===== src/rtl/preemptive_lifo_job_scheduler_core_macros.svh =====
// ----------------------------------------------------------------------------
// Scheduler assertion macros
// Shared concurrent assertion forms, clocked on clk and disabled in reset.
// ----------------------------------------------------------------------------
`ifndef PREEMPTIVE_LIFO_JOB_SCHEDULER_CORE_MACROS_SVH
`define PREEMPTIVE_LIFO_JOB_SCHEDULER_CORE_MACROS_SVH

// Consequent must hold in the same cycle as the antecedent.
`define PLSCH_ASSERT_SAME(lbl, ante, cons, msg) \
  lbl: assert property (@(posedge clk) disable iff (!rst_n) (ante) |-> (cons)) \
    else $error(msg);

// Consequent must hold in the cycle after the antecedent.
`define PLSCH_ASSERT_NEXT(lbl, ante, cons, msg) \
  lbl: assert property (@(posedge clk) disable iff (!rst_n) (ante) |=> (cons)) \
    else $error(msg);

`endif


===== src/rtl/plsch_pkg.sv =====
// ----------------------------------------------------------------------------
// plsch_pkg
// Types and constants shared by the LIFO job scheduler modules.
// ----------------------------------------------------------------------------
package plsch_pkg;

  localparam int ID_W       = 8;
  localparam int TIME_W     = 32;
  localparam int ERR_W      = 2;
  localparam int IN_DATA_W  = 72;
  localparam int OUT_DATA_W = 48;

  typedef enum logic {
    ACT_ARRIVE   = 1'b0,
    ACT_COMPLETE = 1'b1
  } action_t;

  typedef enum logic [ERR_W-1:0] {
    ERR_NONE  = 2'd0,
    ERR_FULL  = 2'd1,
    ERR_EMPTY = 2'd2
  } err_code_t;

  typedef enum logic {
    ST_IDLE,
    ST_EXEC
  } state_t;

  typedef struct packed {
    logic accept;
    logic commit;
  } dp_cmd_t;

  typedef struct packed {
    logic              cancel_previous;
    logic              schedule_valid;
    logic [TIME_W-1:0] completion_time;
    logic              done_valid;
    logic [ID_W-1:0]   done_job_id;
    err_code_t         error_code;
  } result_t;

endpackage


===== src/rtl/plsch_ctrl.sv =====
// ----------------------------------------------------------------------------
// plsch_ctrl
// Request sequencing: accept, execute, and output register handshake.
// ----------------------------------------------------------------------------
module plsch_ctrl
  import plsch_pkg::*;
(
  input  logic    clk,
  input  logic    rst_n,
  input  logic    in_tvalid,
  output logic    in_tready,
  output logic    out_tvalid,
  input  logic    out_tready,
  output dp_cmd_t cmd
);

  state_t state_r, state_nxt;
  logic   out_valid_r, out_valid_nxt;

  always_ff @(posedge clk) begin
    if (!rst_n) begin
      state_r     <= ST_IDLE;
      out_valid_r <= 1'b0;
    end else begin
      state_r     <= state_nxt;
      out_valid_r <= out_valid_nxt;
    end
  end

  always_comb begin
    state_nxt  = state_r;
    cmd.accept = 1'b0;
    cmd.commit = 1'b0;
    in_tready  = 1'b0;
    case (state_r)
      ST_IDLE: begin
        in_tready  = 1'b1;
        cmd.accept = in_tvalid;
        if (in_tvalid) begin
          state_nxt = ST_EXEC;
        end
      end
      ST_EXEC: begin
        // The result may only land once the output register is free or draining.
        cmd.commit = !out_valid_r || out_tready;
        if (cmd.commit) begin
          state_nxt = ST_IDLE;
        end
      end
      default: begin
        state_nxt = ST_IDLE;
      end
    endcase

    if (cmd.commit) begin
      out_valid_nxt = 1'b1;
    end else if (out_tready) begin
      out_valid_nxt = 1'b0;
    end else begin
      out_valid_nxt = out_valid_r;
    end
  end

  assign out_tvalid = out_valid_r;

endmodule


===== src/rtl/plsch_dp.sv =====
// ----------------------------------------------------------------------------
// plsch_dp
// Job stack, running-job registers, time arithmetic and result register.
// ----------------------------------------------------------------------------
module plsch_dp
  import plsch_pkg::*;
#(
  parameter int STACK_DEPTH = 16
) (
  input  logic              clk,
  input  logic              rst_n,
  input  dp_cmd_t           cmd,
  input  action_t           in_action,
  input  logic [ID_W-1:0]   in_job_id,
  input  logic [TIME_W-1:0] in_job_length,
  input  logic [TIME_W-1:0] in_now,
  output result_t           res
);

  localparam int IDX_W = (STACK_DEPTH > 1) ? $clog2(STACK_DEPTH) : 1;
  localparam int CNT_W = $clog2(STACK_DEPTH + 1);

  typedef struct packed {
    logic [ID_W-1:0]   id;
    logic [TIME_W-1:0] rem;
  } entry_t;

  function automatic logic [TIME_W-1:0] sat_add(input logic [TIME_W-1:0] a,
                                                input logic [TIME_W-1:0] b);
    logic [TIME_W:0] s;
    s = {1'b0, a} + {1'b0, b};
    return s[TIME_W] ? '1 : s[TIME_W-1:0];
  endfunction

  function automatic logic [TIME_W-1:0] sat_sub(input logic [TIME_W-1:0] a,
                                                input logic [TIME_W-1:0] b);
    return (a > b) ? (a - b) : '0;
  endfunction

  // The top job lives in registers; the memory holds the jobs beneath it.
  entry_t mem [STACK_DEPTH];

  logic [CNT_W-1:0]  cnt_r, cnt_nxt;
  logic [TIME_W-1:0] run_start_r, run_start_nxt;
  logic [ID_W-1:0]   top_id_r, top_id_nxt;
  logic [TIME_W-1:0] top_rem_r, top_rem_nxt;
  action_t           act_r;
  logic [ID_W-1:0]   id_in_r;
  logic [TIME_W-1:0] len_in_r;
  logic [TIME_W-1:0] now_in_r;
  logic [TIME_W-1:0] elapsed_r;
  entry_t            rd_data_r;
  result_t           res_r, res_nxt;

  logic [CNT_W-1:0]  rd_cnt;
  logic [CNT_W-1:0]  wr_cnt;
  logic [IDX_W-1:0]  rd_idx;
  logic [IDX_W-1:0]  wr_idx;
  logic              wr_en;
  entry_t            wr_data;

  assign rd_cnt = cnt_r - CNT_W'(2);
  assign wr_cnt = cnt_r - CNT_W'(1);
  assign rd_idx = rd_cnt[IDX_W-1:0];
  assign wr_idx = wr_cnt[IDX_W-1:0];

  always_ff @(posedge clk) begin
    if (!rst_n) begin
      cnt_r       <= '0;
      run_start_r <= '0;
    end else if (cmd.commit) begin
      cnt_r       <= cnt_nxt;
      run_start_r <= run_start_nxt;
    end
  end

  // Accept cycle: capture the request, the elapsed run time and the entry
  // that becomes the top on a pop.
  always_ff @(posedge clk) begin
    if (cmd.accept) begin
      act_r     <= in_action;
      id_in_r   <= in_job_id;
      len_in_r  <= in_job_length;
      now_in_r  <= in_now;
      elapsed_r <= sat_sub(in_now, run_start_r);
      rd_data_r <= mem[rd_idx];
    end
    if (cmd.commit) begin
      top_id_r  <= top_id_nxt;
      top_rem_r <= top_rem_nxt;
      res_r     <= res_nxt;
      if (wr_en) begin
        mem[wr_idx] <= wr_data;
      end
    end
  end

  always_comb begin
    res_nxt       = '0;
    cnt_nxt       = cnt_r;
    run_start_nxt = run_start_r;
    top_id_nxt    = top_id_r;
    top_rem_nxt   = top_rem_r;
    wr_en         = 1'b0;
    wr_data.id    = top_id_r;
    wr_data.rem   = sat_sub(top_rem_r, elapsed_r);
    case (act_r)
      ACT_ARRIVE: begin
        if (cnt_r == CNT_W'(STACK_DEPTH)) begin
          res_nxt.error_code = ERR_FULL;
        end else begin
          if (cnt_r != '0) begin
            // Preempt: the running job goes below with its time reduced.
            wr_en                   = 1'b1;
            res_nxt.cancel_previous = 1'b1;
          end
          top_id_nxt              = id_in_r;
          top_rem_nxt             = len_in_r;
          cnt_nxt                 = cnt_r + CNT_W'(1);
          run_start_nxt           = now_in_r;
          res_nxt.schedule_valid  = 1'b1;
          res_nxt.completion_time = sat_add(now_in_r, len_in_r);
        end
      end
      ACT_COMPLETE: begin
        if (cnt_r == '0) begin
          res_nxt.error_code = ERR_EMPTY;
        end else begin
          cnt_nxt             = wr_cnt;
          res_nxt.done_valid  = 1'b1;
          res_nxt.done_job_id = top_id_r;
          if (cnt_r > CNT_W'(1)) begin
            top_id_nxt              = rd_data_r.id;
            top_rem_nxt             = rd_data_r.rem;
            run_start_nxt           = now_in_r;
            res_nxt.schedule_valid  = 1'b1;
            res_nxt.completion_time = sat_add(now_in_r, rd_data_r.rem);
          end
        end
      end
      default: begin
        res_nxt = '0;
      end
    endcase
  end

  assign res = res_r;

endmodule


===== src/rtl/preemptive_lifo_job_scheduler_core.sv =====
// Preemptive last-come-first-served job scheduler. Each request passes an
// accept step and then an execute step: in the accept step the request is
// registered, the elapsed run time of the current job is computed and the
// stack memory is read for the job beneath the top; in the execute step the
// stack and timing state are updated and the result is loaded into the
// output register. The execute step waits while a previous result is still
// held on the output. The running job is kept in registers, the memory has a
// single read port; no new request is accepted before the execute step ends.
// ----------------------------------------------------------------------------
// preemptive_lifo_job_scheduler_core
// Top level: stream ports, controller and datapath.
// ----------------------------------------------------------------------------
`include "preemptive_lifo_job_scheduler_core_macros.svh"

module preemptive_lifo_job_scheduler_core
  import plsch_pkg::*;
#(
  parameter int STACK_DEPTH = 16
) (
  input  logic                  clk,
  input  logic                  rst_n,
  input  logic                  in_tvalid,
  output logic                  in_tready,
  // job_id[7:0], job_length[39:8], now[71:40]
  input  logic [IN_DATA_W-1:0]  in_tdata,
  // action[0]
  input  logic                  in_tuser,
  output logic                  out_tvalid,
  input  logic                  out_tready,
  // cancel_previous[0], schedule_valid[1], completion_time[33:2],
  // done_valid[34], done_job_id[42:35], error_code[44:43], zero[47:45]
  output logic [OUT_DATA_W-1:0] out_tdata
);

  dp_cmd_t cmd;
  result_t res;

  plsch_ctrl u_ctrl (
    .clk        (clk),
    .rst_n      (rst_n),
    .in_tvalid  (in_tvalid),
    .in_tready  (in_tready),
    .out_tvalid (out_tvalid),
    .out_tready (out_tready),
    .cmd        (cmd)
  );

  plsch_dp #(
    .STACK_DEPTH (STACK_DEPTH)
  ) u_dp (
    .clk           (clk),
    .rst_n         (rst_n),
    .cmd           (cmd),
    .in_action     (action_t'(in_tuser)),
    .in_job_id     (in_tdata[7:0]),
    .in_job_length (in_tdata[39:8]),
    .in_now        (in_tdata[71:40]),
    .res           (res)
  );

  assign out_tdata = {3'b000, res.error_code, res.done_job_id, res.done_valid,
                      res.completion_time, res.schedule_valid,
                      res.cancel_previous};

  `PLSCH_ASSERT_NEXT(a_busy_after_accept, in_tvalid && in_tready, !in_tready,
    "scheduler accepted a request while the previous one was executing")

  `PLSCH_ASSERT_SAME(a_error_clean, out_tvalid && res.error_code != ERR_NONE,
    !res.schedule_valid && !res.done_valid && !res.cancel_previous,
    "error result carries scheduling or completion fields")

  `PLSCH_ASSERT_SAME(a_unscheduled_zero, out_tvalid && !res.schedule_valid,
    res.completion_time == '0,
    "completion time nonzero without a scheduled completion")

endmodule


===== config.mk =====
export PLATFORM = sky130hd
export DESIGN_NAME = preemptive_lifo_job_scheduler_core
export DESIGN_NICKNAME = d
export VERILOG_FILES = /design/src/rtl/plsch_pkg.sv /design/src/rtl/plsch_ctrl.sv /design/src/rtl/plsch_dp.sv /design/src/rtl/preemptive_lifo_job_scheduler_core.sv
export VERILOG_INCLUDE_DIRS = /design/src /design/src/rtl
export SDC_FILE = /design/constraint.sdc
export NUM_CORES = 1
export LEC_CHECK = 0
export BUFFER_PORTS_ARGS = -buffer_cell sky130_fd_sc_hd__buf_2
export CAP_MARGIN = 20
export CELL_PAD_IN_SITES_DETAIL_PLACEMENT = 0
export CELL_PAD_IN_SITES_GLOBAL_PLACEMENT = 1
export CORE_MARGIN = 2
export CORE_UTILIZATION = 53
export CTS_CLUSTER_DIAMETER = 40
export DETAILED_ROUTE_END_ITERATION = 16
export HOLD_SLACK_MARGIN = 0.1
export PLACE_DENSITY_LB_ADDON = 0.1
export SLEW_MARGIN = 10
export SYNTH_ARGS = -nofsm -noshare
export SYNTH_HDL_FRONTEND = slang
export SYNTH_SLANG_ARGS = --single-unit

===== constraint.sdc =====
create_clock -name clk -period 10.8 [get_ports clk]
set_input_delay 3.24 -clock clk [delete_from_list [all_inputs] [get_ports clk]]
set_output_delay 3.24 -clock clk [all_outputs]
set_load 0.01 [all_outputs]

=== After elaboration in Yosys (flattened, before gate mapping) ===
Memories as Yosys holds them, arrays and structs flattened. A register that Yosys moved wholly into a read port is not among the register bits.
Cells that the tools add are included.

* Bits in registers: 229
* Word-level logic and storage cells: 82
* Bits in read-only memories: 0
* Memories: 1
* Bits of input ports: 77
* Latch bits: 0
* RAM bits: 640

{| class="wikitable"
|+ Memories
! name !! words !! bits a word !! read ports !! clocked after memory_dff !! wr ports !! line !! text
|-
| u_dp.mem || 16 || 40 || 1 || 1 || 1 || plsch_dp.sv:41 || <nowiki>entry_t mem [STACK_DEPTH];</nowiki>
|}

* Div/mod/pow operators: 0
* $add $sub $neg: 7
* Bitwise gates (word level): 2
* Muxes and demuxes: 39
* Reduce and logical (&&, ||, !) cells: 9
* $mul: 0
* Eq/ne operators: 4
* Shift operators: 0
* Order comparisons: 3

{| class="wikitable"
|+ Operator list
! cell !! number
|-
| 2-to-1 mux 32 bit || 9
|-
| one-hot mux 32 bit (2 select lines) || 2
|-
| adder 32 x 32 -> 33 bit || 2
|-
| 2-to-1 mux 33 bit || 2
|-
| one-hot mux 33 bit (2 select lines) || 1
|-
| > comparator 32 bit || 2
|-
| subtractor 32 bit || 2
|-
| 2-to-1 mux 42 bit || 1
|-
| 2-to-1 mux 8 bit || 3
|-
| one-hot mux 8 bit (2 select lines) || 1
|-
| 2-to-1 mux 1 bit || 14
|-
| 2-to-1 mux 5 bit || 2
|-
| one-hot mux 5 bit (2 select lines) || 1
|-
| != test 2 bit (second input constant) || 3
|-
| adder 5 x 1 -> 5 bit (second input constant) || 1
|-
| == test 5 bit (second input constant) || 1
|-
| > comparator 5 x 1 -> 1 bit (second input constant) || 1
|-
| logical NOT 5 bit || 1
|-
| nonzero test 5 bit || 1
|-
| subtractor 5 x 1 -> 5 bit (second input constant) || 1
|-
| one-hot mux 2 bit (2 select lines) || 1
|-
| AND reduction 4 bit || 1
|-
| OR reduction 2 bit || 2
|-
| subtractor 4 x 2 -> 4 bit (second input constant) || 1
|-
| other kinds (7) || 8
|}

=== Depth between registers and ports, before layout ===
Gate-level depths: netlist (run 1).

* Word-level depth: 7
* Depth in mapped cells: 14

=== Cells and area by module ===
A second synthesis (run 1) with hierarchy kept.

* Cells, all modules: 2578
* Area total of the unflattened synthesis: 40920.5 µm²

{| class="wikitable"
|+ Modules (own cells, without submodules)
! module !! sequential area each (µm²) !! area each (µm²) !! cells an instance !! times used
|-
| plsch_dp || 26865.8 || 40784.1 || 2564 || 1
|-
| plsch_ctrl || 40.0 || 110.1 || 10 || 1
|-
| preemptive_lifo_job_scheduler_core || 0.0 || 26.3 || 4 || 1
|}

=== Worst setup path after synthesis (run 1) ===
No wires, ideal clock.

* Path kind: input-to-reg
* From: input in_tvalid
* To: register u_dp.act_r, enable pin
* Stages on the path: 1
* Arrival time: 9514 ps
* Slack: 617 ps
* Data required time: 10131 ps
* Setup time: 669 ps
* Path through: nor2b_1

* Cells in the longest elaborated chain, start to end: 1

{| class="wikitable"
|+ Ends and longest elaborated chain
! element !! line !! text
|-
| from (decl) || preemptive_lifo_job_scheduler_core.sv:22 || <nowiki>input logic in_tvalid,</nowiki>
|-
| 2-to-1 mux 1 bit || plsch_ctrl.sv:35 || <nowiki>case (state_r)</nowiki>
|-
| to (signal assigned) || plsch_dp.sv:81 || <nowiki>act_r <= in_action;</nowiki>
|-
| to (decl) || plsch_dp.sv:47 || <nowiki>action_t act_r;</nowiki>
|}

Every way passes these cells.
A chain may end at the register's enable or synchronous reset.

=== Worst setup path in the final report (run 1) ===
* From: input in_tdata[40]
* To: register u_dp.elapsed_r[28] (data pin)

* Cells in the longest elaborated chain, start to end: 1
* Elaborated cells on any way between the ends: 2
* Classes of those cells: 1 x add/sub; 1 x order compare

{| class="wikitable"
|+ Ends and longest elaborated chain
! element !! line !! text
|-
| from (decl) || preemptive_lifo_job_scheduler_core.sv:25 || <nowiki>input logic [IN_DATA_W-1:0] in_tdata,</nowiki>
|-
| subtractor 32 bit or > comparator 32 bit (tied branches) || plsch_dp.sv:37 || <nowiki>return (a > b) ? (a - b) : '0;</nowiki>
|-
| to (signal assigned) || plsch_dp.sv:85 || <nowiki>elapsed_r <= sat_sub(in_now, run_start_r);</nowiki>
|-
| to (decl) || plsch_dp.sv:51 || <nowiki>logic [TIME_W-1:0] elapsed_r;</nowiki>
|}

Parallel ways exist; a longest one is shown, timed or not.

==> results of run 1 <==
-- state kept, by name, indices dropped and copies added (netlist names) --
| signal | flops |
|---|---|
| u_dp.top_id_r | 8 |
| u_dp.run_start_r | 32 |
| u_dp.res | 45 |
| u_dp.mem | 640 |
| u_dp.rd_data_r | 40 |
| u_dp.elapsed_r | 32 |
| u_dp.cnt_r | 5 |
| u_dp.act_r | 1 |
| u_dp.top_rem_r | 32 |
| u_dp.id_in_r | 8 |
| u_ctrl.state_r | 1 |
| u_ctrl.out_tvalid | 1 |
| u_dp.now_in_r | 32 |
| u_dp.len_in_r | 32 |
-- worst reg2reg max path: cells and delay by family (launching register included) --
kind / cells / cell delay, ns
AO/OA/AOI/OAI: 2 / 0.31
AND/OR/NAND/NOR: 3 / 0.57
flip-flops: 1 / 0.93
adder cells (fa/ha/maj): 1 / 0.35
buffers and inverters: 4 / 1.63
-- final timing paths --
kind | from | to | cells after the start
worst max register to register | u_dp.cnt_r[0] | u_dp.top_rem_r[21] | 10
worst max-delay path | in_tdata[40] | u_dp.elapsed_r[28] | 13
worst min register to register | u_dp.run_start_r[30] | u_dp.run_start_r[30] | 2
worst min-delay path | u_dp.run_start_r[30] | u_dp.run_start_r[30] | 2
-- layer usage --
layer  up-vias  wire length (µm)  part of all wire
li1      10649                 -                 -
met1     12007             43300              0.43
met2       805             50000              0.49
met3       151              6050             0.060
met4         0              2170             0.021
met5         -                 0                 0
-- synth_stat cells, drive strengths merged, types with 4 or more instances --
master / count
o211ai: 17
clkbuf: 54
a21boi: 13
o221ai: 8
nor4: 7
buf: 53
or3: 9
mux4: 200
o31ai: 7
nor3: 35
a21o: 71
and2: 23
and3: 18
dfxtp: 39
a21oi: 143
mux2: 40
xor2: 51
a211oi: 20
nor2: 144
a221oi: 5
a2111oi: 4
xnor2: 57
o2111ai: 4
nor2b: 18
o21ai: 122
a31oi: 16
o21bai: 15
a211o: 4
nand4: 20
nand2b: 9
or2: 5
edfxtp: 870
o21a: 17
ha: 137
nor3b: 4
inv: 107
nand2: 174
fa: 4
nand3: 33
-- power groups by stage --
stage | combinational [W] | clock (W) | sequential (W)
2_1_floorplan | 0.00103 | 0 | 0.00425
3_3_place_gp | 0.00140 | 0 | 0.00430
3_5_place_dp | 0.00143 | 0 | 0.00430
4_1_cts | 0.00144 | 0.00425 | 0.00423
5_1_grt | 0.00158 | 0.00441 | 0.00424
6_report | 0.00145 | 0.00418 | 0.00423
-- cell type report --
| cell class | count | area [µm²] | share of cell area |
|---|---|---|---|
| Clock buffer | 150 | 3430 | 0.0724 |
| Sequential cell | 909 | 26900 | 0.568 |
| Inverter | 108 | 405 | 0.00855 |
| Clock inverter | 90 | 936 | 0.0197 |
| Multi-Input combinational cell | 1490 | 13500 | 0.284 |
| Tap cell | 1040 | 1300 | 0.0274 |
| Timing Repair Buffer | 164 | 952 | 0.0201 |
-- stage by stage --
stage           util  instances  worst slack (ns)
2_1_floorplan      -       2615             0.617
3_3_place_gp   0.557       3709              4.75
3_5_place_dp   0.557       3709              4.68
4_1_cts        0.614       3949              5.41
5_1_grt        0.614       3951              5.24
6_report       0.614       3951              5.40
-- cell families after synthesis --
group,count (synthesis),synth area share
other,1,0.0000911
and+or+nand+nor,504,0.0561
AOI/OAI and AO/OA,492,0.0795
adders and majority gates,141,0.0436
muxes,242,0.121
DFF,909,0.654
xor gates and xnor gates,108,0.0230
buffers and inverters,216,0.0232
==> metrics.yaml, run 1 <==
clock-sinks: 909
worstPathArrival_ns: 5.84
portBuffers: 123
clock_latency_ns: 0.72
die_x_um: 283
clockPowerShare: 0.424
synth_top_area_frac: 0.635
synth_edf_count: 870
fin_skew_ns: 0.0501
wirelength_um: 102000
top_usage_layer: "met2"
diodes: 0
grt_setup_unrepaired: "no"
switchingPower_w: 0.00262
io-pin-count: 127
ys.flop_type: "edfxtp_1"
dpl.hpwl_um: 62800
period_minus_slack_ns: 5.40
finalSetupViolCount: 0
worstSetupPathType: "in2reg"
ys_warn_count: 0
yosys.area.top_type: "edfxtp_1"
cp-end-kind: "flip-flop"
required_ns: 11.24
synth_seq_area_share: 0.654
final_cell_mix: "edfxtp_1 (870), mux4_2 (200), nand2_1 (172)"
area_growth_pct: 15.2
hold_class: "reg2reg"
ys_types: 97
h-tree-depth: 4
cts_tree: "yes"
power.density_nw_per_um2: 208
hold_violations: 0
syn_avg_cell_area_um2: 15.8
gr-total-overflow: 0
setup.reg_to_reg.worst_slack_ns: 6.61
rows: 102
grt_max_degree: 146
whs_ns: 0.455
drt_iter0_drc: 2070
syn_inst: 2613
post-cts-setup-buffers: 0
antenna_found_initial: 4
worstPathMaxFanout: 4
num_vias: 23612
p_seq_frac: 0.429
cts_resized: 0
final_cell_area_um2: 47400
final_common_cell: "edfxtp_1"
intPower_w: 0.00724
power_w: 0.00986
antenna_left: 0
drive_gt1_frac: 0.237
path_delay_family: "compound AO/OA/AOI/OAI gates"
firstDrtPassIters: 5
tightest_slew_ns: 1.08
run_status: "finished, final reports clean"
tns_ns: 0
grtUsageTotal: 0.260
dpl_cell_area_um2: 43000
grt_pass1_vias: 24397
die_h_um: 283
met3_usage: 0.0401
use_met2: 0.430
cts_root_buf: "clkbuf_16"
initial_utilization: 0.533
cp_slowest_stage_delay_ns: 0.40
clockBufferDepth: 3
peakVddDrop_mv: 0.159
core_um2: 77200
drv_slew: 0
path_clk_slew_ns: 0.05
fmaxAchievable_mhz: 185
leakage_nw: 16.4
worstPathCellList: "buf_2 > inv_1 > ha_1 > fa_1 > nor2b_1 > o21a_1 > o21ai_0 > a211oi_2 > o21a_1 > a21boi_1 > o21ai_0 > xnor2_1 > nor2_1"
async_flop_share: 0
critPathBufInv: 2
finalCritPeriodShare: 0.500
max-cap-violations: 0
crit_path_start_kind: "primary input"
fill_cells: 5679
die-area_um2: 79900
comb_power_share: 0.147
slew_headroom: 0.279
switching_share: 0.266
vias_per_cell: 5.98
cts-buffers-inserted: 132
grt_pass1_wl_um: 152000
fin_nets: 3023
cts_hold_buffers: 0
worst_path_max_delay_cell: "a211oi_2"
avgRoutedWirePerCell_um: 25.7
netlist_area_um2: 41200
met1_usage: 0.359
gp_congestion: 0.900
synth_area_leaders: "edfxtp_1 (63%), mux4_2 (11%), ha_1 (4.2%)"
synth_seq_cells: 909
remaining_drc_errors: 0
No activity file was read; power rests on OpenSTA's default activity.
==> run 2, diff against run 1 <==
Clock period 10.8 ns to 5.3 ns, I/O delays scaled along.
==> run 2 against run 1 <==
Compared with the run above:
- cell count shrank 0.25%
- critical endpoint is now u_dp.top_rem_r[7]
- count of clock-buffer cells in the layout is 18 lower
- non-clock buffer count is 7 higher
- highest routed layer unchanged
- critical path type is now reg2reg
- design area decreased by 0.34%
==> metrics.yaml, run 2 (synthesized netlist as in run 1, its figures left out) <==
setup.reg_to_reg.worst_slack_ns: 1.19
cts_tree: "yes"
hold_class: "reg2reg"
gr-total-overflow: 0
fmaxAchievable_mhz: 243
leakage_nw: 16.3
regMostFlops: "u_dp.mem"
gp_congestion: 0.961
fin_ws_ns: 1.19
largest_reg_flops: 640
met2_length_um: 49100
io-pin-count: 127
grt_pass1_vias: 23961
place_inst: 3716
worstPathArrival_ns: 4.50
hold_depth: 2
hold_violations: 0
remaining_drc_errors: 0
rr_worst_depth: 10
tns_ns: 0
finalSetupViolCount: 0
drive_gt1_frac: 0.234
power.density_nw_per_um2: 413
crit_path_start_kind: "flip-flop"
dr.max_layer_used: "met4"
die_h_um: 283
crit_start: "u_dp.cnt_r[1]"
portBuffers: 123
die-area_um2: 79900
wirelength_um: 99800
dpl.hpwl_um: 62300
min_to: "u_dp.run_start_r[18]"
drt-met1-wl_um: 41900
cts_resized: 0
instances_no_fill: 3941
cts_hold_buffers: 0
tightest_slew_ns: 1.13
num_vias: 23656
peakVddDrop_mv: 0.303
area_growth_pct: 14.8
required_ns: 5.68
slew_headroom: 0.250
run_status: "finished, final reports clean"
min_from: "u_dp.run_start_r[18]"
final_common_cell: "edfxtp_1"
h-tree-depth: 3
vias_per_cell: 6.00
cts-buffers-inserted: 119
grtUsageTotal: 0.255
initial_utilization: 0.533
rr_startpoint: "u_dp.cnt_r[1]"
fill_cells: 5705
max-cap-violations: 0
final_cell_mix: "edfxtp_1 (870), mux4_2 (200), nand2_1 (172)"
crit-reg2reg-capture: "u_dp.top_rem_r[7]"
multi_input_area_um2: 13500
grt_setup_unrepaired: "no"
period_minus_slack_ns: 4.11
die_x_um: 283
finalCritPeriodShare: 0.776
diodes: 0
antenna_left: 0
grt_max_degree: 165
antenna_found_initial: 1
clock-sinks: 909
clock_latency_ns: 0.71
post-cts-setup-buffers: 0
fin_nets: 3017
ff_latch_area_um2: 26900
path_clk_slew_ns: 0.05
fin_skew_ns: 0.0543
rows: 102
grt_pass1_wl_um: 149000
place_ws_ns: 0.827
drv_slew: 0
cts_root_buf: "clkbuf_16"
cp-end-kind: "flip-flop"
firstDrtPassIters: 5
worstPathMaxFanout: 39
met3_length_um: 5990
clockBufferDepth: 3
avgRoutedWirePerCell_um: 25.3
worstSetupPathType: "reg2reg"
core_um2: 77200
drt_iter0_drc: 2049
-- run 2: cell types whose count changed in the layout (fill, tap and decap cells not counted), moves of 2 or more --
cell       change
clkinv_8       -3
clkbuf_8       -4
clkinv_16      +4
bufinv_16      +3
nor3_1         +2
clkbuf_16     -14
clkinv_1       +2
inv_16         -5
buf_12         +6
nor3_2         -2
-- run 2: worst max path at each step --
| stage | end | slack (ns) | cells past startpoint |
|---|---|---|---|
| after floorplan | u_dp.mem[11][0] | 0.86 | 9 |
| after global placement | u_dp.elapsed_r[28] | 0.88 | 13 |
| after detailed placement | u_dp.elapsed_r[28] | 0.83 | 13 |
| after CTS | u_dp.mem[14][29] | 1.20 | 11 |
| after global routing | u_dp.top_rem_r[11] | 0.95 | 10 |
| final | u_dp.top_rem_r[7] | 1.19 | 10 |
-- run 2: critical path: stages, from the launching register on --
cell	delay, ns
dfxtp_4	0.35
inv_1	0.21
ha_1	0.30
a21boi_1	0.36
a21oi_1	0.13
o31ai_2	0.89
nand2_1	0.31
nand2_1	0.14
buf_4	0.36
inv_2	0.38
buf_12	0.32
-- run 2: area by class of cell --
type / instances / area share
Tap cell: 1040 / 0.0275
Sequential cell: 909 / 0.570
Multi-Input combinational cell: 1490 / 0.285
Clock inverter: 91 / 0.0214
Clock buffer: 132 / 0.0641
Timing Repair Buffer: 171 / 0.0234
Inverter: 108 / 0.00858
-- run 2: routing by layer --
| layer | GRT usage | vias to the layer above |
|---|---|---|
| met5 | 0 | - |
| met4 | 0.0779 | 0 |
| met3 | 0.0396 | 183 |
| met2 | 0.423 | 828 |
| met1 | 0.349 | 12005 |
| li1 | - | 10640 |
-- run 2: report_power, final --
group | switching [W] | internal [W] | total, W
Combinational | 0.00182 | 0.00115 | 0.00297
Sequential | 0.000161 | 0.00843 | 0.00859
Clock | 0.00318 | 0.00477 | 0.00795
-- run 2: through the flow --
step | cell area [µm²] | hold WS, ns | utilization | total power [W]
after global routing | 47300 | 0.466 | 0.612 | 0.0202
after detailed placement | 43200 | 0.447 | 0.559 | 0.0117
after global placement | 43200 | 0.445 | 0.559 | 0.0116
final | 47300 | 0.454 | 0.612 | 0.0195
after floorplan | 41200 | 0.436 | - | 0.0108
after CTS | 47200 | 0.454 | 0.612 | 0.0196
